--- src/sv/mfau_pkg.sv ---
// ----------------------------------------------------------------------------
// mfau_pkg
// Shared types and constants of the motor feedback angle unwrap block.
// ----------------------------------------------------------------------------
package mfau_pkg;

  // default motor counts
  localparam int NUM_CHASSIS_DEFAULT = 4;
  localparam int NUM_AUX_DEFAULT     = 2;

  // number of zero-offset registers per group
  localparam int NUM_CHASSIS_OFFSETS = 4;
  localparam int NUM_AUX_OFFSETS     = 2;

  // field widths
  localparam int ID_W    = 11;
  localparam int RAW_W   = 16;
  localparam int WORD_W  = 16;
  localparam int TEMP_W  = 8;
  localparam int IDX_W   = 2;
  localparam int TC_W    = 24;
  localparam int ANG_W   = 22;
  localparam int TOTAL_W = 43;

  // fixed point scaling: one count is 45 q10 degrees, one turn 360 degrees
  localparam int FRAC_BITS        = 10;
  localparam int COUNT_DEG_Q10    = 45;
  localparam int TURN_DEG         = 360;
  localparam int HALF_TURN_COUNTS = 4096;

  localparam int DIFF_W   = RAW_W + 1;
  localparam int TC360_W  = TC_W + 9;
  localparam int REL45_W  = DIFF_W + 6;
  localparam int STATE_W  = RAW_W + TC_W;

  localparam logic signed [TC_W-1:0] TC_MAX = {1'b0, {(TC_W-1){1'b1}}};
  localparam logic signed [TC_W-1:0] TC_MIN = {1'b1, {(TC_W-1){1'b0}}};

  // configuration port
  localparam int CFG_IDX_W  = 3;
  localparam int CFG_DATA_W = 16;

  localparam logic [CFG_IDX_W-1:0] CFG_CHASSIS_BASE = 3'd0;
  localparam logic [CFG_IDX_W-1:0] CFG_AUX_BASE     = 3'd1;
  localparam logic [CFG_IDX_W-1:0] CFG_OFF_CHASSIS0 = 3'd2;
  localparam logic [CFG_IDX_W-1:0] CFG_OFF_CHASSIS1 = 3'd3;
  localparam logic [CFG_IDX_W-1:0] CFG_OFF_CHASSIS2 = 3'd4;
  localparam logic [CFG_IDX_W-1:0] CFG_OFF_CHASSIS3 = 3'd5;
  localparam logic [CFG_IDX_W-1:0] CFG_OFF_AUX0     = 3'd6;
  localparam logic [CFG_IDX_W-1:0] CFG_OFF_AUX1     = 3'd7;

  localparam logic [ID_W-1:0] CHASSIS_BASE_RESET = 11'd513;
  localparam logic [ID_W-1:0] AUX_BASE_RESET     = 11'd517;

  typedef struct packed {
    logic [ID_W-1:0]                               chassis_base;
    logic [ID_W-1:0]                               aux_base;
    logic [NUM_CHASSIS_OFFSETS-1:0][RAW_W-1:0]     offset_chassis;
    logic [NUM_AUX_OFFSETS-1:0][RAW_W-1:0]         offset_aux;
  } cfg_t;

  typedef struct packed {
    logic             matched;
    logic             group;
    logic [IDX_W-1:0] motor_index;
    logic [RAW_W-1:0] offset;
  } dec_t;

endpackage

--- src/sv/mfau_ram.sv ---
// ----------------------------------------------------------------------------
// mfau_ram
// Generic one-write one-read RAM with registered read data.
// ----------------------------------------------------------------------------
module mfau_ram #(
  parameter int WIDTH = 8,
  parameter int DEPTH = 8
) (
  input  logic                     clk_i,
  input  logic                     we_i,
  input  logic [$clog2(DEPTH)-1:0] waddr_i,
  input  logic [WIDTH-1:0]         wdata_i,
  input  logic                     re_i,
  input  logic [$clog2(DEPTH)-1:0] raddr_i,
  output logic [WIDTH-1:0]         rdata_o
);

  logic [WIDTH-1:0] mem_q [DEPTH];
  logic [WIDTH-1:0] rdata_q;

  always_ff @(posedge clk_i) begin
    if (we_i) begin
      mem_q[waddr_i] <= wdata_i;
    end
    if (re_i) begin
      rdata_q <= mem_q[raddr_i];
    end
  end

  assign rdata_o = rdata_q;

endmodule

--- src/sv/mfau_decode.sv ---
// ----------------------------------------------------------------------------
// mfau_decode
// Maps a frame identifier onto a motor slot and selects its zero offset.
// ----------------------------------------------------------------------------
module mfau_decode #(
  parameter int NUM_CHASSIS_MOTORS = mfau_pkg::NUM_CHASSIS_DEFAULT,
  parameter int NUM_AUX_MOTORS     = mfau_pkg::NUM_AUX_DEFAULT,
  localparam int SLOTS  = NUM_CHASSIS_MOTORS + NUM_AUX_MOTORS,
  localparam int SLOT_W = $clog2(SLOTS)
) (
  input  logic [mfau_pkg::ID_W-1:0] frame_id_i,
  input  mfau_pkg::cfg_t            cfg_i,
  output mfau_pkg::dec_t            dec_o,
  output logic [SLOT_W-1:0]         slot_o
);

  localparam int ID_W = mfau_pkg::ID_W;

  logic [ID_W:0] ch_off;
  logic [ID_W:0] aux_off;
  logic          ch_hit;
  logic          aux_hit;

  // a borrow out of the subtraction means the identifier lies below the base
  assign ch_off  = {1'b0, frame_id_i} - {1'b0, cfg_i.chassis_base};
  assign aux_off = {1'b0, frame_id_i} - {1'b0, cfg_i.aux_base};
  assign ch_hit  = !ch_off[ID_W] && (ch_off[ID_W-1:0] < ID_W'(NUM_CHASSIS_MOTORS));
  assign aux_hit = !aux_off[ID_W] && (aux_off[ID_W-1:0] < ID_W'(NUM_AUX_MOTORS));

  always_comb begin
    dec_o  = '0;
    slot_o = '0;
    if (ch_hit) begin
      dec_o.matched     = 1'b1;
      dec_o.group       = 1'b0;
      dec_o.motor_index = ch_off[mfau_pkg::IDX_W-1:0];
      slot_o            = ch_off[SLOT_W-1:0];
      if (ch_off[ID_W-1:0] < ID_W'(mfau_pkg::NUM_CHASSIS_OFFSETS)) begin
        dec_o.offset = cfg_i.offset_chassis[ch_off[1:0]];
      end
    end else if (aux_hit) begin
      dec_o.matched     = 1'b1;
      dec_o.group       = 1'b1;
      dec_o.motor_index = aux_off[mfau_pkg::IDX_W-1:0];
      slot_o            = SLOT_W'(NUM_CHASSIS_MOTORS) + aux_off[SLOT_W-1:0];
      if (aux_off[ID_W-1:0] < ID_W'(mfau_pkg::NUM_AUX_OFFSETS)) begin
        dec_o.offset = cfg_i.offset_aux[aux_off[0]];
      end
    end
  end

endmodule

--- src/sv/motor_feedback_angle_unwrap_top.sv ---
// ----------------------------------------------------------------------------
// motor_feedback_angle_unwrap_top
// Multi-turn angle unwrap of motor feedback frames with per-motor state RAM.
// ----------------------------------------------------------------------------
// throughput: one frame per cycle while out_stall_i does not hold the results,
//   set by the read-modify-write of the state RAM in stage 1, with a one-entry
//   forward for back-to-back frames of a motor
// reset: configuration returns to its defaults and per-motor valid flags clear
//   at once, so every motor reads as angle zero and turn count zero; no sweep
module motor_feedback_angle_unwrap_top #(
  parameter int NUM_CHASSIS_MOTORS = mfau_pkg::NUM_CHASSIS_DEFAULT,
  parameter int NUM_AUX_MOTORS     = mfau_pkg::NUM_AUX_DEFAULT
) (
  input  logic                                 clk_i,
  input  logic                                 rst_ni,
  // configuration writes
  input  logic                                 cfg_valid_i,
  output logic                                 cfg_ready_o,
  input  logic [mfau_pkg::CFG_IDX_W-1:0]       cfg_index_i,
  input  logic [mfau_pkg::CFG_DATA_W-1:0]      cfg_data_i,
  // frame requests
  input  logic                                 in_valid_i,
  output logic                                 in_stall_o,
  input  logic [mfau_pkg::ID_W-1:0]            frame_id_i,
  input  logic [mfau_pkg::RAW_W-1:0]           angle_word_i,
  input  logic signed [mfau_pkg::WORD_W-1:0]   speed_word_i,
  input  logic signed [mfau_pkg::WORD_W-1:0]   current_word_i,
  input  logic [mfau_pkg::TEMP_W-1:0]          temperature_byte_i,
  // results
  output logic                                 out_valid_o,
  input  logic                                 out_stall_i,
  output logic                                 matched_o,
  output logic                                 motor_group_o,
  output logic [mfau_pkg::IDX_W-1:0]           motor_index_o,
  output logic [mfau_pkg::RAW_W-1:0]           raw_angle_o,
  output logic [mfau_pkg::ANG_W-1:0]           angle_deg_q10_o,
  output logic signed [mfau_pkg::TC_W-1:0]     turn_count_o,
  output logic signed [mfau_pkg::TOTAL_W-1:0]  total_angle_deg_q10_o,
  output logic signed [mfau_pkg::WORD_W-1:0]   speed_o,
  output logic signed [mfau_pkg::WORD_W-1:0]   current_o,
  output logic [mfau_pkg::TEMP_W-1:0]          temperature_o
);

  localparam int SLOTS   = NUM_CHASSIS_MOTORS + NUM_AUX_MOTORS;
  localparam int SLOT_W  = $clog2(SLOTS);
  localparam int RAW_W   = mfau_pkg::RAW_W;
  localparam int TC_W    = mfau_pkg::TC_W;
  localparam int WORD_W  = mfau_pkg::WORD_W;
  localparam int TEMP_W  = mfau_pkg::TEMP_W;
  localparam int DIFF_W  = mfau_pkg::DIFF_W;
  localparam int STATE_W = mfau_pkg::STATE_W;

  // --------------------------------------------------------------------------
  // configuration registers
  // --------------------------------------------------------------------------
  mfau_pkg::cfg_t cfg_q;

  assign cfg_ready_o = 1'b1;

  always_ff @(posedge clk_i or negedge rst_ni) begin
    if (!rst_ni) begin
      cfg_q              <= '0;
      cfg_q.chassis_base <= mfau_pkg::CHASSIS_BASE_RESET;
      cfg_q.aux_base     <= mfau_pkg::AUX_BASE_RESET;
    end else if (cfg_valid_i && cfg_ready_o) begin
      case (cfg_index_i)
        mfau_pkg::CFG_CHASSIS_BASE: cfg_q.chassis_base <= cfg_data_i[mfau_pkg::ID_W-1:0];
        mfau_pkg::CFG_AUX_BASE:     cfg_q.aux_base     <= cfg_data_i[mfau_pkg::ID_W-1:0];
        mfau_pkg::CFG_OFF_CHASSIS0: cfg_q.offset_chassis[0] <= cfg_data_i;
        mfau_pkg::CFG_OFF_CHASSIS1: cfg_q.offset_chassis[1] <= cfg_data_i;
        mfau_pkg::CFG_OFF_CHASSIS2: cfg_q.offset_chassis[2] <= cfg_data_i;
        mfau_pkg::CFG_OFF_CHASSIS3: cfg_q.offset_chassis[3] <= cfg_data_i;
        mfau_pkg::CFG_OFF_AUX0:     cfg_q.offset_aux[0]     <= cfg_data_i;
        mfau_pkg::CFG_OFF_AUX1:     cfg_q.offset_aux[1]     <= cfg_data_i;
        default: begin
        end
      endcase
    end
  end

  // --------------------------------------------------------------------------
  // pipeline flow control
  // --------------------------------------------------------------------------
  logic s1_v_q, s2_v_q, s3_v_q, out_v_q;
  logic rdy1, rdy2, rdy3, rdy_out;
  logic in_acc, s1_adv;

  assign rdy_out = !out_v_q || !out_stall_i;
  assign rdy3    = !s3_v_q || rdy_out;
  assign rdy2    = !s2_v_q || rdy3;
  assign rdy1    = !s1_v_q || rdy2;

  assign in_stall_o = !rdy1;
  assign in_acc     = in_valid_i && rdy1;
  assign s1_adv     = s1_v_q && rdy2;

  always_ff @(posedge clk_i or negedge rst_ni) begin
    if (!rst_ni) begin
      s1_v_q  <= 1'b0;
      s2_v_q  <= 1'b0;
      s3_v_q  <= 1'b0;
      out_v_q <= 1'b0;
    end else begin
      if (rdy1)    s1_v_q  <= in_valid_i;
      if (rdy2)    s2_v_q  <= s1_v_q;
      if (rdy3)    s3_v_q  <= s2_v_q;
      if (rdy_out) out_v_q <= s3_v_q;
    end
  end

  // --------------------------------------------------------------------------
  // stage 0: decode and state read
  // --------------------------------------------------------------------------
  mfau_pkg::dec_t    dec;
  logic [SLOT_W-1:0] dec_slot;
  logic [SLOT_W-1:0] s1_slot_q;

  mfau_decode #(
    .NUM_CHASSIS_MOTORS (NUM_CHASSIS_MOTORS),
    .NUM_AUX_MOTORS     (NUM_AUX_MOTORS)
  ) u_decode (
    .frame_id_i (frame_id_i),
    .cfg_i      (cfg_q),
    .dec_o      (dec),
    .slot_o     (dec_slot)
  );

  logic               ram_we;
  logic [STATE_W-1:0] ram_wdata;
  logic [STATE_W-1:0] ram_rdata;
  logic [SLOTS-1:0]   slot_written_q;

  mfau_ram #(
    .WIDTH (STATE_W),
    .DEPTH (SLOTS)
  ) u_state_ram (
    .clk_i   (clk_i),
    .we_i    (ram_we),
    .waddr_i (s1_slot_q),
    .wdata_i (ram_wdata),
    .re_i    (in_acc),
    .raddr_i (dec_slot),
    .rdata_o (ram_rdata)
  );

  // --------------------------------------------------------------------------
  // stage 1: read-modify-write of the motor state
  // --------------------------------------------------------------------------
  mfau_pkg::dec_t            s1_dec_q;
  logic [RAW_W-1:0]          s1_raw_q;
  logic signed [WORD_W-1:0]  s1_speed_q;
  logic signed [WORD_W-1:0]  s1_current_q;
  logic [TEMP_W-1:0]         s1_temp_q;
  logic                      s1_fwd_q;
  logic                      s1_fresh_q;
  logic [STATE_W-1:0]        s1_fwd_data_q;

  always_ff @(posedge clk_i) begin
    if (in_acc) begin
      s1_dec_q      <= dec;
      s1_slot_q     <= dec_slot;
      s1_raw_q      <= angle_word_i;
      s1_speed_q    <= speed_word_i;
      s1_current_q  <= current_word_i;
      s1_temp_q     <= temperature_byte_i;
      // the RAM returns old data when it is written at the read edge
      s1_fwd_q      <= ram_we && (s1_slot_q == dec_slot);
      s1_fwd_data_q <= ram_wdata;
      s1_fresh_q    <= !slot_written_q[dec_slot];
    end
  end

  always_ff @(posedge clk_i or negedge rst_ni) begin
    if (!rst_ni) begin
      slot_written_q <= '0;
    end else if (ram_we) begin
      slot_written_q[s1_slot_q] <= 1'b1;
    end
  end

  logic [STATE_W-1:0]       state_old;
  logic [RAW_W-1:0]         last_raw;
  logic signed [TC_W-1:0]   tc_old;
  logic signed [TC_W-1:0]   tc_new;
  logic signed [DIFF_W-1:0] diff;
  logic signed [DIFF_W-1:0] rel;

  always_comb begin
    if (s1_fwd_q) begin
      state_old = s1_fwd_data_q;
    end else if (s1_fresh_q) begin
      state_old = '0;
    end else begin
      state_old = ram_rdata;
    end
  end

  assign last_raw = state_old[STATE_W-1:TC_W];
  assign tc_old   = signed'(state_old[TC_W-1:0]);
  assign diff     = signed'({1'b0, s1_raw_q}) - signed'({1'b0, last_raw});
  assign rel      = signed'({1'b0, s1_raw_q}) - signed'({1'b0, s1_dec_q.offset});

  always_comb begin
    tc_new = tc_old;
    if (diff > DIFF_W'(mfau_pkg::HALF_TURN_COUNTS)) begin
      if (tc_old != mfau_pkg::TC_MIN) tc_new = tc_old - TC_W'(1);
    end else if (diff < -DIFF_W'(mfau_pkg::HALF_TURN_COUNTS)) begin
      if (tc_old != mfau_pkg::TC_MAX) tc_new = tc_old + TC_W'(1);
    end
  end

  assign ram_we    = s1_adv && s1_dec_q.matched;
  assign ram_wdata = {s1_raw_q, tc_new};

  // --------------------------------------------------------------------------
  // stage 2: result fields, zeroed for unmatched frames
  // --------------------------------------------------------------------------
  logic                      s2_matched_q;
  logic                      s2_group_q;
  logic [mfau_pkg::IDX_W-1:0] s2_index_q;
  logic [RAW_W-1:0]          s2_raw_q;
  logic signed [TC_W-1:0]    s2_tc_q;
  logic signed [DIFF_W-1:0]  s2_rel_q;
  logic signed [WORD_W-1:0]  s2_speed_q;
  logic signed [WORD_W-1:0]  s2_current_q;
  logic [TEMP_W-1:0]         s2_temp_q;

  always_ff @(posedge clk_i) begin
    if (s1_adv) begin
      if (s1_dec_q.matched) begin
        s2_matched_q <= 1'b1;
        s2_group_q   <= s1_dec_q.group;
        s2_index_q   <= s1_dec_q.motor_index;
        s2_raw_q     <= s1_raw_q;
        s2_tc_q      <= tc_new;
        s2_rel_q     <= rel;
        s2_speed_q   <= s1_speed_q;
        s2_current_q <= s1_current_q;
        s2_temp_q    <= s1_temp_q;
      end else begin
        s2_matched_q <= 1'b0;
        s2_group_q   <= 1'b0;
        s2_index_q   <= '0;
        s2_raw_q     <= '0;
        s2_tc_q      <= '0;
        s2_rel_q     <= '0;
        s2_speed_q   <= '0;
        s2_current_q <= '0;
        s2_temp_q    <= '0;
      end
    end
  end

  // --------------------------------------------------------------------------
  // stage 3: constant scaling
  // --------------------------------------------------------------------------
  logic                        s3_matched_q;
  logic                        s3_group_q;
  logic [mfau_pkg::IDX_W-1:0]  s3_index_q;
  logic [RAW_W-1:0]            s3_raw_q;
  logic [mfau_pkg::ANG_W-1:0]  s3_ang_q;
  logic signed [TC_W-1:0]      s3_tc_q;
  logic signed [mfau_pkg::TC360_W-1:0] s3_tc360_q;
  logic signed [mfau_pkg::REL45_W-1:0] s3_rel45_q;
  logic signed [WORD_W-1:0]    s3_speed_q;
  logic signed [WORD_W-1:0]    s3_current_q;
  logic [TEMP_W-1:0]           s3_temp_q;

  always_ff @(posedge clk_i) begin
    if (s2_v_q && rdy3) begin
      s3_matched_q <= s2_matched_q;
      s3_group_q   <= s2_group_q;
      s3_index_q   <= s2_index_q;
      s3_raw_q     <= s2_raw_q;
      s3_ang_q     <= mfau_pkg::ANG_W'(s2_raw_q)
                      * mfau_pkg::ANG_W'(mfau_pkg::COUNT_DEG_Q10);
      s3_tc_q      <= s2_tc_q;
      s3_tc360_q   <= mfau_pkg::TC360_W'(s2_tc_q)
                      * mfau_pkg::TC360_W'(signed'(mfau_pkg::TURN_DEG));
      s3_rel45_q   <= mfau_pkg::REL45_W'(s2_rel_q)
                      * mfau_pkg::REL45_W'(signed'(mfau_pkg::COUNT_DEG_Q10));
      s3_speed_q   <= s2_speed_q;
      s3_current_q <= s2_current_q;
      s3_temp_q    <= s2_temp_q;
    end
  end

  // --------------------------------------------------------------------------
  // output register: total angle sum
  // --------------------------------------------------------------------------
  logic signed [mfau_pkg::TOTAL_W-1:0] total;

  assign total = signed'({s3_tc360_q, {mfau_pkg::FRAC_BITS{1'b0}}})
               + mfau_pkg::TOTAL_W'(s3_rel45_q);

  always_ff @(posedge clk_i) begin
    if (s3_v_q && rdy_out) begin
      matched_o             <= s3_matched_q;
      motor_group_o         <= s3_group_q;
      motor_index_o         <= s3_index_q;
      raw_angle_o           <= s3_raw_q;
      angle_deg_q10_o       <= s3_ang_q;
      turn_count_o          <= s3_tc_q;
      total_angle_deg_q10_o <= total;
      speed_o               <= s3_speed_q;
      current_o             <= s3_current_q;
      temperature_o         <= s3_temp_q;
    end
  end

  assign out_valid_o = out_v_q;

  // --------------------------------------------------------------------------
  // assertions
  // --------------------------------------------------------------------------
  a_tc_step: assert property (@(posedge clk_i) disable iff (!rst_ni)
    ram_we |-> (tc_new == tc_old) || (tc_new == tc_old + TC_W'(1))
               || (tc_new == tc_old - TC_W'(1)))
    else $error("turn count moved by more than one turn");

  a_written_mark: assert property (@(posedge clk_i) disable iff (!rst_ni)
    ram_we |=> slot_written_q[$past(s1_slot_q)])
    else $error("state write did not mark its slot");

  a_s1_hold: assert property (@(posedge clk_i) disable iff (!rst_ni)
    (s1_v_q && !rdy2) |=> s1_v_q && $stable(s1_raw_q) && !$past(ram_we))
    else $error("stage 1 lost or wrote a stalled frame");

  a_unmatched_zero: assert property (@(posedge clk_i) disable iff (!rst_ni)
    (out_valid_o && !matched_o) |-> (total_angle_deg_q10_o == '0)
                                    && (turn_count_o == '0) && (raw_angle_o == '0))
    else $error("unmatched frame carries nonzero result fields");

endmodule

--- config.mk ---
export PLATFORM = sky130hd
export DESIGN_NAME = motor_feedback_angle_unwrap_top
export DESIGN_NICKNAME = d
export VERILOG_FILES = /design/src/sv/mfau_pkg.sv /design/src/sv/mfau_ram.sv /design/src/sv/mfau_decode.sv /design/src/sv/motor_feedback_angle_unwrap_top.sv
export SDC_FILE = /design/constraint.sdc
export NUM_CORES = 1
export LEC_CHECK = 0
export BUFFER_PORTS_ARGS = -buffer_cell sky130_fd_sc_hd__buf_2
export CAP_MARGIN = 20
export CELL_PAD_IN_SITES_DETAIL_PLACEMENT = 0
export CELL_PAD_IN_SITES_GLOBAL_PLACEMENT = 1
export CORE_UTILIZATION = 52
export DETAILED_ROUTE_END_ITERATION = 16
export PLACE_DENSITY = 0.87
export SYNTH_ARGS = -nofsm -noshare
export SYNTH_HDL_FRONTEND = slang
export SYNTH_SLANG_ARGS = --single-unit
--- constraint.sdc ---
create_clock -name clk_i -period 17 [get_ports clk_i]
set_input_delay 0.85 -clock clk_i [delete_from_list [all_inputs] [get_ports clk_i]]
set_output_delay 0.85 -clock clk_i [all_outputs]
set_load 0.02 [all_outputs]
==> results of run 1 <==
[state kept, by name, summed over array words and instances (netlist names), 17 cells and up]
signal	cells
u_state_ram.rdata_o	40
cfg_q	118
turn_count_o	24
s3_rel45_q	23
u_state_ram.mem_q	240
s1_fwd_data_q	40
s3_tc360_q	28
angle_deg_q10_o	20
total_angle_deg_q10_o	43
s3_tc_q	24
s2_rel_q	17
s2_tc_q	24
s1_dec_q	18
s3_ang_q	20
[cells by family after synthesis]
kind of cell	after synthesis
DFF	930
and+or+nand+nor	645
AOI/OAI and AO/OA	573
buffers and inverters	422
muxes	201
xor gates and xnor gates	125
other	1
adders and majority gates	364
[cell usage after synthesis (7+ instances only)]
library cell  instances  area [um2]
a211oi_1             71         533
a211oi_2             21         263
a21boi_0              9        67.6
a21o_1               33         248
a21oi_1              95         475
a22o_1               10        87.6
a22oi_1              27         203
a31oi_1              15        93.8
and2_1               69         432
and3_1               60         375
buf_2                20         100
buf_6                 8        90.1
clkbuf_1             56         210
dfrtp_1             123        3080
edfxtp_1            802       24100
fa_1                105        2100
ha_1                259        3240
inv_1               325        1220
mux2_2              101        1140
mux2i_1              83         831
mux4_2               16         360
nand2_1             134         503
nand2b_1             40         250
nand3_1              38         190
nand4_1               9        56.3
nor2_1              116         435
nor2b_1              28         175
nor3_1               42         210
nor3b_1              19         143
nor4_1                7        43.8
o21a_1               23         173
o21ai_0             111         556
o21bai_1             13        97.6
o22ai_1              46         288
o31ai_1              18         135
or2_2                20         125
or3_1                21         131
xnor2_1              86         753
xor2_1               39         342
[final timing paths]
kind	cells past startpoint	slack [ns]	to	startpoint
setup / recovery	15	11.53	u_state_ram.mem_q[1][21]$_DFFE_PP_	s1_fresh_q$_DFFE_PP_
max in group asynchronous	2	15.40	cfg_q[97]$_DFFE_PN0P_	rst_ni
min in group clk_i	1	0.36	s1_speed_q[9]$_DFFE_PP_	speed_word_i[9]
setup reg to reg	15	11.53	u_state_ram.mem_q[1][21]$_DFFE_PP_	s1_fresh_q$_DFFE_PP_
hold reg to reg	0	0.41	s3_current_q[8]$_DFFE_PP_	s2_current_q[8]$_SDFFCE_PN0P_
hold / removal	1	0.27	cfg_q[57]$_DFFE_PN0P_	rst_ni
[worst max-delay path, cell delays in order, from the launching register on]
cell,delay [ns]
edfxtp_1,0.98
nor2_2,0.07
buf_4,0.29
a22o_1,0.25
ha_1,0.20
fa_1,0.39
nand2b_1,0.19
a21oi_2,0.25
o211ai_2,0.15
a31oi_1,0.27
nor4b_1,0.10
a311oi_2,0.51
o211a_1,0.45
nand4_1,0.14
o2bb2ai_1,0.34
xor2_1,0.57
[per-stage QoR]
stage          hold WS, ns  worst slack, ns
2_1_floorplan        0.400             4.70
3_3_place_gp         0.400            11.39
3_5_place_dp         0.405            11.24
4_1_cts              0.274            11.57
5_1_grt              0.337            11.16
6_report             0.273            11.53
[area by class of cell]
type,instances,area share
antenna,1,0.0000490
clock buffer,109,0.0487
tap,1144,0.0280
clock inverter,63,0.0150
timing repair buffer,279,0.0298
inverter,326,0.0239
multi-input combinational,1909,0.320
sequential,930,0.534
[per-layer routing]
| layer | share of wire | GRT usage |
|---|---|---|
| met1 | 0.44 | 0.282 |
| met2 | 0.49 | 0.356 |
| met3 | 0.054 | 0.0311 |
| met4 | 0.020 | 0.0587 |
| met5 | 0.00015 | 0 |
[power by group through the flow]
stage | combinational [W] | sequential, W | clock (W)
after floorplan | 0.00191 | 0.00332 | 0
after global placement | 0.00255 | 0.00321 | 0
after detailed placement | 0.00259 | 0.00323 | 0
after CTS | 0.00261 | 0.00318 | 0.00220
after global routing | 0.00293 | 0.00321 | 0.00228
final | 0.00258 | 0.00318 | 0.00215
==> impl_results.md, run 1 <==
* Status: finished clean
* GPL Wtd Cong at just over 0.9
* Combinational power share at 0.326
* Post-synthesis sequential area ratio at 0.603
* Synth Area in Compound Gates at 0.0886
* Port bufs at between 200 and 250
* Net Sw Frac at 0.318
* Footprint of the multi-input gates at ~16000 um2
* Power Internal at approximately 0.0054 W
* Max-slew violations at 0
* Vias in the first global route at between 20000 and 30000
* Final nets at approximately 4000
* Area post-placement at about 48000 um2
* Share of cells above drive strength 1 at 0.180
* CTS H-Tree Depth at 3
* Routed Antenna Nets at 0
* Post-synthesis mux area share at 0.0518
* Core box area at about 86000 um2
* Net Switching at approximately 0.0025 W
* Worst-path fanout max at 32
* Total Die Area at roughly 90000 um2
* Seq pwr share at 0.402
* Detailed placer's ending HPWL at about 61000 um
* Commonest non-fill, non-tap cell in the layout: edfxtp_1
* Clock Path Buffers at 3
* CTS tree: built
* Die Height at roughly 300 um
* Final setup violation count at 0
* Peak Freq at about 180 MHz
* CTS sink count at 930
* Setup TNS at 0 ns
* Leakage power at between 20 and 25 nW
* Synth Flop Type: edfxtp_1
* Setup CP Type: reg2reg
* Most frequent cells in the layout: edfxtp_1, inv_1, ha_1
* Avg Vias per Cell at around 5.5
* Tmin final at 5.47 ns
* Adder-cell share of the synthesized area at 0.118
* Max-cap violations at 0
* Reg clk slew, reported paths at approximately 0.06 ns
* Power after layout at 0.00791 W
* Initial core utilization at 0.528
* Pin count of the biggest net entering global routing at roughly 140
* First-pass GRT wire length at around 150000 um
* Clock power frac at 0.272
* Post-Syn Area at around 45000 um2
* Synth Net Count at approximately 3700
* Iteration-0 DRC Markers at ~1900
* GR Overflow Total at 0
* Seq cells post-synth at between 900 and 1000
* PostCTS Resize Cnt at 0
* Worst-Margin Slew at approximately 1.1 ns
* PD cells at 155 nW/um2
* # fillers at 6644
* Chip width at between 200 and 300 um
* Drt first pass iters at 5
* Distinct cells, synth at 102
* RSZ-0062 raised after global routing: false
* Rel. slew slack at 0.274
* Yosys synthesis warning count at 0
* Critical path arrival at about 6 ns
* XOR/XNOR Fraction of Synth Area at 0.0242
* Routed via count at approximately 26000
* Mapped Cells at 3261
* Cts bufs inserted at 94
* Final core utilization at 0.596
* Register Area at 27300 um2
* Root buf cell: clkbuf_16
* Mapped Avg Cell Area at 13.9 um2
* Largest family of logic cells by synthesized area: adder cells
* Final WL at approximately 90000 um
* Crit path launch type: flop
* Final Hold Vio Count at 0
* Row count at approximately 110
* Simple-gate area share of the yosys netlist at 0.0765
* Post-CTS Setup Bufs at 0
* DP Cell Count at around 4600
* Ys async rst share at 0.138
* Wire length per cell after detailed routing at 19.3 um
* Clk_skew at roughly 0.030 ns
* EDFF count, synth at between 800 and 900
* Crit path capture type: flop
* Global-route usage over all layers at 0.210
* Area grow syn2layout at 13.0%
* Cts hold-fix bufs at 0
* Num ports at ~240
* Worst endpoint required time at ~17 ns
* Later-pin clock latency in the skew report at 0.67 ns
* Initial antenna violation count at 5
* Layout Cells excl Fill at approximately 4800
* Period utilization at 0.322
* Design area at 51100 um2
* Hold crit path type: in2async
* DRC viols at 0
* IR drop worst, VDD at around 110 uV
(Power assumes the default switching activity.)
==> inputs of run 2 (changes only) <==
Settings changed: ABC_AREA set to 1, CORE_UTILIZATION 52 to 50.
Clock period 17 ns to 5.4 ns, I/O delays scaled along.
==> run 2 against run 1 <==
Effect of this change:
- area after synthesis increased by 3.6%
- utilization decreased by 1.6 points
- critical path depth up 1
- design area increased by 4.7%
- wire length increased by 21%
- global-route usage increased by 2.5 points
- die area is 7.7% higher
- largest cell class unchanged
- sequential cell count unchanged
- total power rose to 3.3 times the previous value
==> impl_results.md, run 2 <==
* Status: finished clean
* Final setup violation count at 0
* Yosys synthesis warning count at 0
* Place WS at 1.01 ns
* Worst endpoint required time at just under 6 ns
* Crit path launch type: flop
* Worst-path fanout max at 5
* Post-synth top cells: nand2_1, edfxtp_1, inv_1, nand3_1, ha_1
* Clk_skew at about 0.034 ns
* Hold WS at ~0.13 ns
* CTS H-Tree Depth at 3
* Largest reg by FF count: u_state_ram.mem_q
* Mapped Cells at approximately 4400
* Peak Freq at 225 MHz
* Setup TNS at 0 ns
* Period utilization at 0.824
* RSZ-0062 raised after global routing: false
* Hold crit path type: in2reg
* Seq cells post-synth at 930
* Post-CTS Setup Bufs at 0
* Most frequent cell after synthesis: nand2_1
* Port bufs at 241
* Detailed placer's ending HPWL at between 70000 and 80000 um
* DRC viols at 0
* Reg clk slew, reported paths at 0.06 ns
* Final WL at ~110000 um
* Tmin final at roughly 4.4 ns
* Final nets at 5162
* GPL Wtd Cong at roughly 0.94
* Die Height at 308 um
* Final Hold Vio Count at 0
* Most frequent cells in the layout: nand2_1, edfxtp_1, inv_1
* Max-slew violations at 0
* Avg Vias per Cell at 5.25
* EDFF count, synth at between 800 and 900
* Critical path arrival at approximately 5 ns
* Iteration-0 DRC Markers at roughly 2400
* Commonest non-fill, non-tap cell in the layout: nand2_1
* Rel. slew slack at 0.233
* Area grow syn2layout at 14.2%
* Root buf cell: clkbuf_16
* Post-synthesis sequential area ratio at 0.582
* Core box area at slightly above 90000 um2
* Max FFs per register at 240
* Synth Flop Type: edfxtp_1
* Cts bufs inserted at a little under 100
* DP Cell Count at between 5000 and 6000
* CTS tree: built
* Final worst slack at approximately 0.95 ns
* GR Overflow Total at 0
* Num ports at about 240
* Max-cap violations at 0
* Routed Antenna Nets at 0
* Yosys top cell by area: edfxtp_1
* Ys async rst share at 0.138
* First-pass GRT wire length at roughly 170000 um
* Share of cells above drive strength 1 at 0.102
* Routed via count at ~32000
* Drt first pass iters at 6
* Leakage power at ~24 nW
* Post-Syn Area at roughly 47000 um2
* Layout Cells excl Fill at ~6000
* PD cells at 486 nW/um2
* Mapped Avg Cell Area at 10.7 um2
* CTS sink count at 930
* Synth Net Count at 4816
* Biggest regs: u_state_ram.mem_q: 240 flops, cfg_q: 118 flops, total_angle_deg_q10_o: 43 flops
* Wire length per cell after detailed routing at 18.5 um
* Row count at approximately 110
* Dominant cells by area after synthesis: edfxtp_1, nand2_1, ha_1
* Clock Path Buffers at 3
* Vias in the first global route at 31400
* Chip width at just over 300 um
* Total Die Area at around 95000 um2
* Crit path capture type: flop
* IR drop worst, VDD at about 300 uV
* Initial antenna violation count at 4
* Initial core utilization at 0.508
* Distinct cells, synth at 56
* Later-pin clock latency in the skew report at roughly 0.70 ns
* Post-synth top area share at 0.514
* Setup CP Type: reg2reg
* Worst-Margin Slew at approximately 1.1 ns
* Global-route usage over all layers at 0.235
* Pin count of the biggest net entering global routing at 148
* Cts hold-fix bufs at 75
* PostCTS Resize Cnt at 0
run 2: cell count changes in the layout (fill, tap and decap cells not counted), sizes merged, moves of 83 or more:
cell    previous run  this run
nand2            134       967
inv              336       624
nand3             38       286
o21ai            115       256
mux2             102         0
nor2             119       209
a211oi            92         3
mux2i             83         0
run 2: final cells by class:
class,instances,area (um2)
Fill cell,7725,38700
Tap cell,1243,1560
Multi-Input combinational cell,2688,16800
Clock buffer,115,2490
Timing Repair Buffer,369,2470
Inverter,621,2340
Antenna cell,3,7.51
Sequential cell,930,27300
Clock inverter,57,573
run 2: cells by family after synthesis:
logic type	synth area share
compound gates	0.0764
xor+xnor	0.0230
fa+ha+maj	0.114
buf+inv	0.0615
flops	0.582
other cells	0.0000800
simple gates	0.143
run 2: path summary, 6_finish.rpt:
check | startpoint | slack (ns) | to | depth (start not counted)
worst min register to register | s3_index_q[0]$_DFFE_PP_ | 0.41 | motor_index_o[0]$_DFFE_PP_ | 0
worst max-delay path | s2_tc_q[4]$_SDFFCE_PN0P_ | 0.95 | s3_tc360_q[27]$_DFFE_PP_ | 16
worst max register to register | s2_tc_q[4]$_SDFFCE_PN0P_ | 0.95 | s3_tc360_q[27]$_DFFE_PP_ | 16
max in group asynchronous | rst_ni | 3.77 | cfg_q[11]$_DFFE_PN0P_ | 3
worst min-delay path | cfg_index_i[1] | 0.13 | cfg_q[86]$_DFFE_PN0P_ | 4
min in group asynchronous | rst_ni | 0.18 | cfg_q[108]$_DFFE_PN0P_ | 2
run 2: worst max-delay path, cell delays in order, from the launching register on:
cell,delay (ns)
edfxtp_1,0.48
ha_1,0.34
ha_1,0.30
fa_1,0.54
inv_1,0.05
fa_1,0.50
inv_1,0.05
ha_1,0.35
nand2_1,0.09
inv_1,0.04
a21oi_1,0.26
o21bai_1,0.16
a21oi_1,0.28
o21ai_0,0.19
a21oi_1,0.25
o21ai_0,0.14
xor2_1,0.17
run 2: report_power, final:
| group | switching (W) | internal, W | total [W] |
|---|---|---|---|
| clock | 0.00282 | 0.00362 | 0.00645 |
| sequential | 0.000477 | 0.00967 | 0.0101 |
| combinational | 0.00604 | 0.00339 | 0.00943 |
run 2: per-layer routing:
metal / share of wire / vias up / track usage
li1: - / 15400 / -
met1: 0.43 / 15100 / 0.309
met2: 0.49 / 921 / 0.406
met3: 0.059 / 173 / 0.0326
met4: 0.021 / 0 / 0.0659
met5: 0 / - / 0
run 2: per-stage QoR:
| step | util | cell area (um2) | power (W) |
|---|---|---|---|
| after global placement | 0.538 | 49600 | 0.0195 |
| final | 0.580 | 53500 | 0.0260 |
| after floorplan | - | 46900 | 0.0172 |
| after CTS | 0.579 | 53400 | 0.0262 |
| after global routing | 0.580 | 53500 | 0.0278 |
| after detailed placement | 0.538 | 49600 | 0.0196 |
==> inputs of run 3 (changes only) <==
Clock period 5.4 ns to 4.1 ns, I/O delays scaled along.
==> run 3 against run 2 <==
Effect of this change:
- global-route usage is 0.38 points higher
- largest cell class unchanged
- non-clock buffer count is 123 higher
- hold slack worse by 0.052 ns
- clock skew is 0.0035 ns lower
- utilization is 1.4 points higher
- sequential share of layout area is 1.2 points lower
- via count is 2.0% higher
- sequential cell count stayed put
- setup slack worse by 0.85 ns
- combinational power is 44% higher
- fmax is 11% higher
- clock-buffer cell count is 3 lower
==> impl_results.md, run 3 (synthesis gave the netlist of run 2 again) <==
* Most frequent cells in the layout: nand2_1, edfxtp_1, inv_1
* Max-cap violations at 0
* DP Cell Count at between 5000 and 6000
* First-pass GRT wire length at roughly 180000 um
* Initial antenna violation count at 6
* Combinational power share at 0.384
* Final setup violation count at 0
* Avg Vias per Cell at around 5.3
* Routed via count at 32300
* Crit path capture: s3_tc360_q[27]$_DFFE_PP_
* Seq pwr share at 0.374
* Setup CP Type: reg2reg
* RSZ-0062 raised after global routing: true
* Clk_skew at just over 0.03 ns
* Clock power frac at 0.242
* Final Hold Vio Count at 0
* Total Die Area at around 95000 um2
* CTS sink count at 930
* Top Metal Used: met5
* Port bufs at ~240
* Area grow syn2layout at 17.0%
* Net Switching at between 0.01 and 0.015 W
* PD cells at about 650 nW/um2
* Core box area at 92200 um2
* Num ports at between 200 and 250
* Peak Freq at between 200 and 250 MHz
* Net Sw Frac at 0.355
* Routed Antenna Nets at 0
* Detailed placer's ending HPWL at between 70000 and 80000 um
* Critical path arrival at roughly 4.4 ns
* Reg-to-reg critical path startpoint: s2_tc_q[8]$_SDFFCE_PN0P_
* Wire length per cell after detailed routing at between 15 and 20 um
* Clock Path Buffers at 3
* Row count at between 100 and 150
* GR Overflow Total at 0
* Share of cells above drive strength 1 at 0.132
* Biggest regs: u_state_ram.mem_q: 240 flops, cfg_q: 118 flops, total_angle_deg_q10_o: 43 flops
* Rel. slew slack at 0.264
* Reg clk slew, reported paths at about 0.060 ns
* Root buf cell: clkbuf_16
* Hold crit path type: in2reg
* CTS tree: built
* Max-slew violations at 0
* Metal-1 WL at 48000 um
* Vias in the first global route at between 30000 and 40000
* Setup crit start: s2_tc_q[8]$_SDFFCE_PN0P_
* Crit path launch type: flop
* Tmin final at 4.00 ns
* Pin count of the biggest net entering global routing at around 100
* Iteration-0 DRC Markers at 2657
* Hold Path Stages at 4
* CTS H-Tree Depth at 3
* Max FFs per register at 240
* Period utilization at 0.976
* Final nets at around 5300
* Die Height at between 300 and 400 um
* Crit path capture type: flop
* Initial core utilization at 0.508
* R2R Path End: s3_tc360_q[27]$_DFFE_PP_
* DR WL met3 at between 7000 and 8000 um
* FF-to-FF path depth at 15
* Later-pin clock latency in the skew report at 0.68 ns
* GPL Wtd Cong at roughly 0.94
* WL met2 at between 50000 and 60000 um
* Flop2flop setup slack at between 0.09 and 0.1 ns
* Status: finished clean
* IR drop worst, VDD at around 340 uV
* Leakage power at ~24 nW
* Global-route usage over all layers at 0.239
* Chip width at 308 um
* Cts bufs inserted at 94
* Worst-Margin Slew at about 1.1 ns
* Power Internal at between 0.02 and 0.025 W
* DRC viols at 0
* Final WL at about 110000 um
* Layout Cells excl Fill at roughly 6000
* Worst endpoint required time at approximately 4.5 ns
* Drt first pass iters at 5
* Worst-path fanout max at 4
* Largest reg by FF count: u_state_ram.mem_q
* Commonest non-fill, non-tap cell in the layout: nand2_1
* Final core utilization at 0.595
## run 3: cell count changes in the layout (fill, tap and decap cells not counted), moves of 8 or more
cell / change
o21ai_0: -9
buf_12: +15
a21oi_2: +9
a21oi_1: -10
buf_4: +106
clkinv_2: +8
## run 3: worst min-delay path by stage
stage                                  start                          to  slack (ns)
after floorplan                       rst_ni        cfg_q[0]$_DFFE_PN0P_       -0.09
after global placement       speed_word_i[0]     s1_speed_q[0]$_DFFE_PP_        0.38
after detailed placement  current_word_i[12]  s1_current_q[12]$_DFFE_PP_        0.38
after CTS                     cfg_index_i[1]       cfg_q[54]$_DFFE_PN0P_        0.15
after global routing          cfg_index_i[2]       cfg_q[37]$_DFFE_PN0P_         0.1
final                         cfg_index_i[1]       cfg_q[85]$_DFFE_PN0P_        0.08
## run 3: layout make-up
class	instances	area, um2
repair buffers	492	3600
multi-input cells	2688	16900
diodes	2	5.00
clock buffers	112	2440
well taps	1243	1560
clock inverters	62	663
fillers	7615	37400
flip-flops and latches	930	27300
inverters	621	2340
## run 3: metal layers
layer | vias to the layer above | GRT usage
li1 | 15700 | -
met1 | 15500 | 0.315
met2 | 976 | 0.403
met3 | 170 | 0.0383
met4 | 6 | 0.0746
met5 | - | 0
## run 3: through the flow
step | TNS [ns] | power [W] | hold slack, ns | instance area (um2) | setup WS [ns]
3_5_place_dp | -0.220 | 0.0266 | 0.384 | 50500 | -0.0999
3_3_place_gp | 0 | 0.0265 | 0.381 | 50500 | 0.000110
2_1_floorplan | -102.24 | 0.0226 | -0.0906 | 46900 | -0.845
5_1_grt | -0.354 | 0.0379 | 0.0980 | 54800 | -0.156
6_report | 0 | 0.0355 | 0.0787 | 54800 | 0.0983
4_1_cts | -0.0183 | 0.0353 | 0.149 | 54400 | -0.0183
## run 3: power groups by stage
| stage | logic, W | clock network (W) | registers, W |
|---|---|---|---|
| after detailed placement | 0.0131 | 0 | 0.0135 |
| final | 0.0136 | 0.00860 | 0.0133 |
| after floorplan | 0.00878 | 0 | 0.0138 |
| after global routing | 0.0154 | 0.00909 | 0.0134 |
| after CTS | 0.0133 | 0.00874 | 0.0133 |
| after global placement | 0.0130 | 0 | 0.0134 |
## run 3: what timing repair did
item,CTS,global route
hold endpoints to repair,241,6
setup buffers,0,24
endpoints found under the setup margin,5,66
resized for setup,4,42
pin swaps,0,7
gates cloned,0,0
hold buffers,75,1
## run 3: critical path, cell delays in order, from the launching register on
cell      delay (ns)
edfxtp_1        0.43
ha_1            0.32
ha_1            0.31
fa_1            0.54
inv_1           0.05
fa_1            0.50
inv_1           0.04
ha_1            0.36
a21oi_2         0.17
o21ai_0         0.09
o21bai_2        0.20
a21oi_2         0.15
o21ai_1         0.10
a21oi_1         0.18
o21ai_0         0.12
xor2_1          0.15
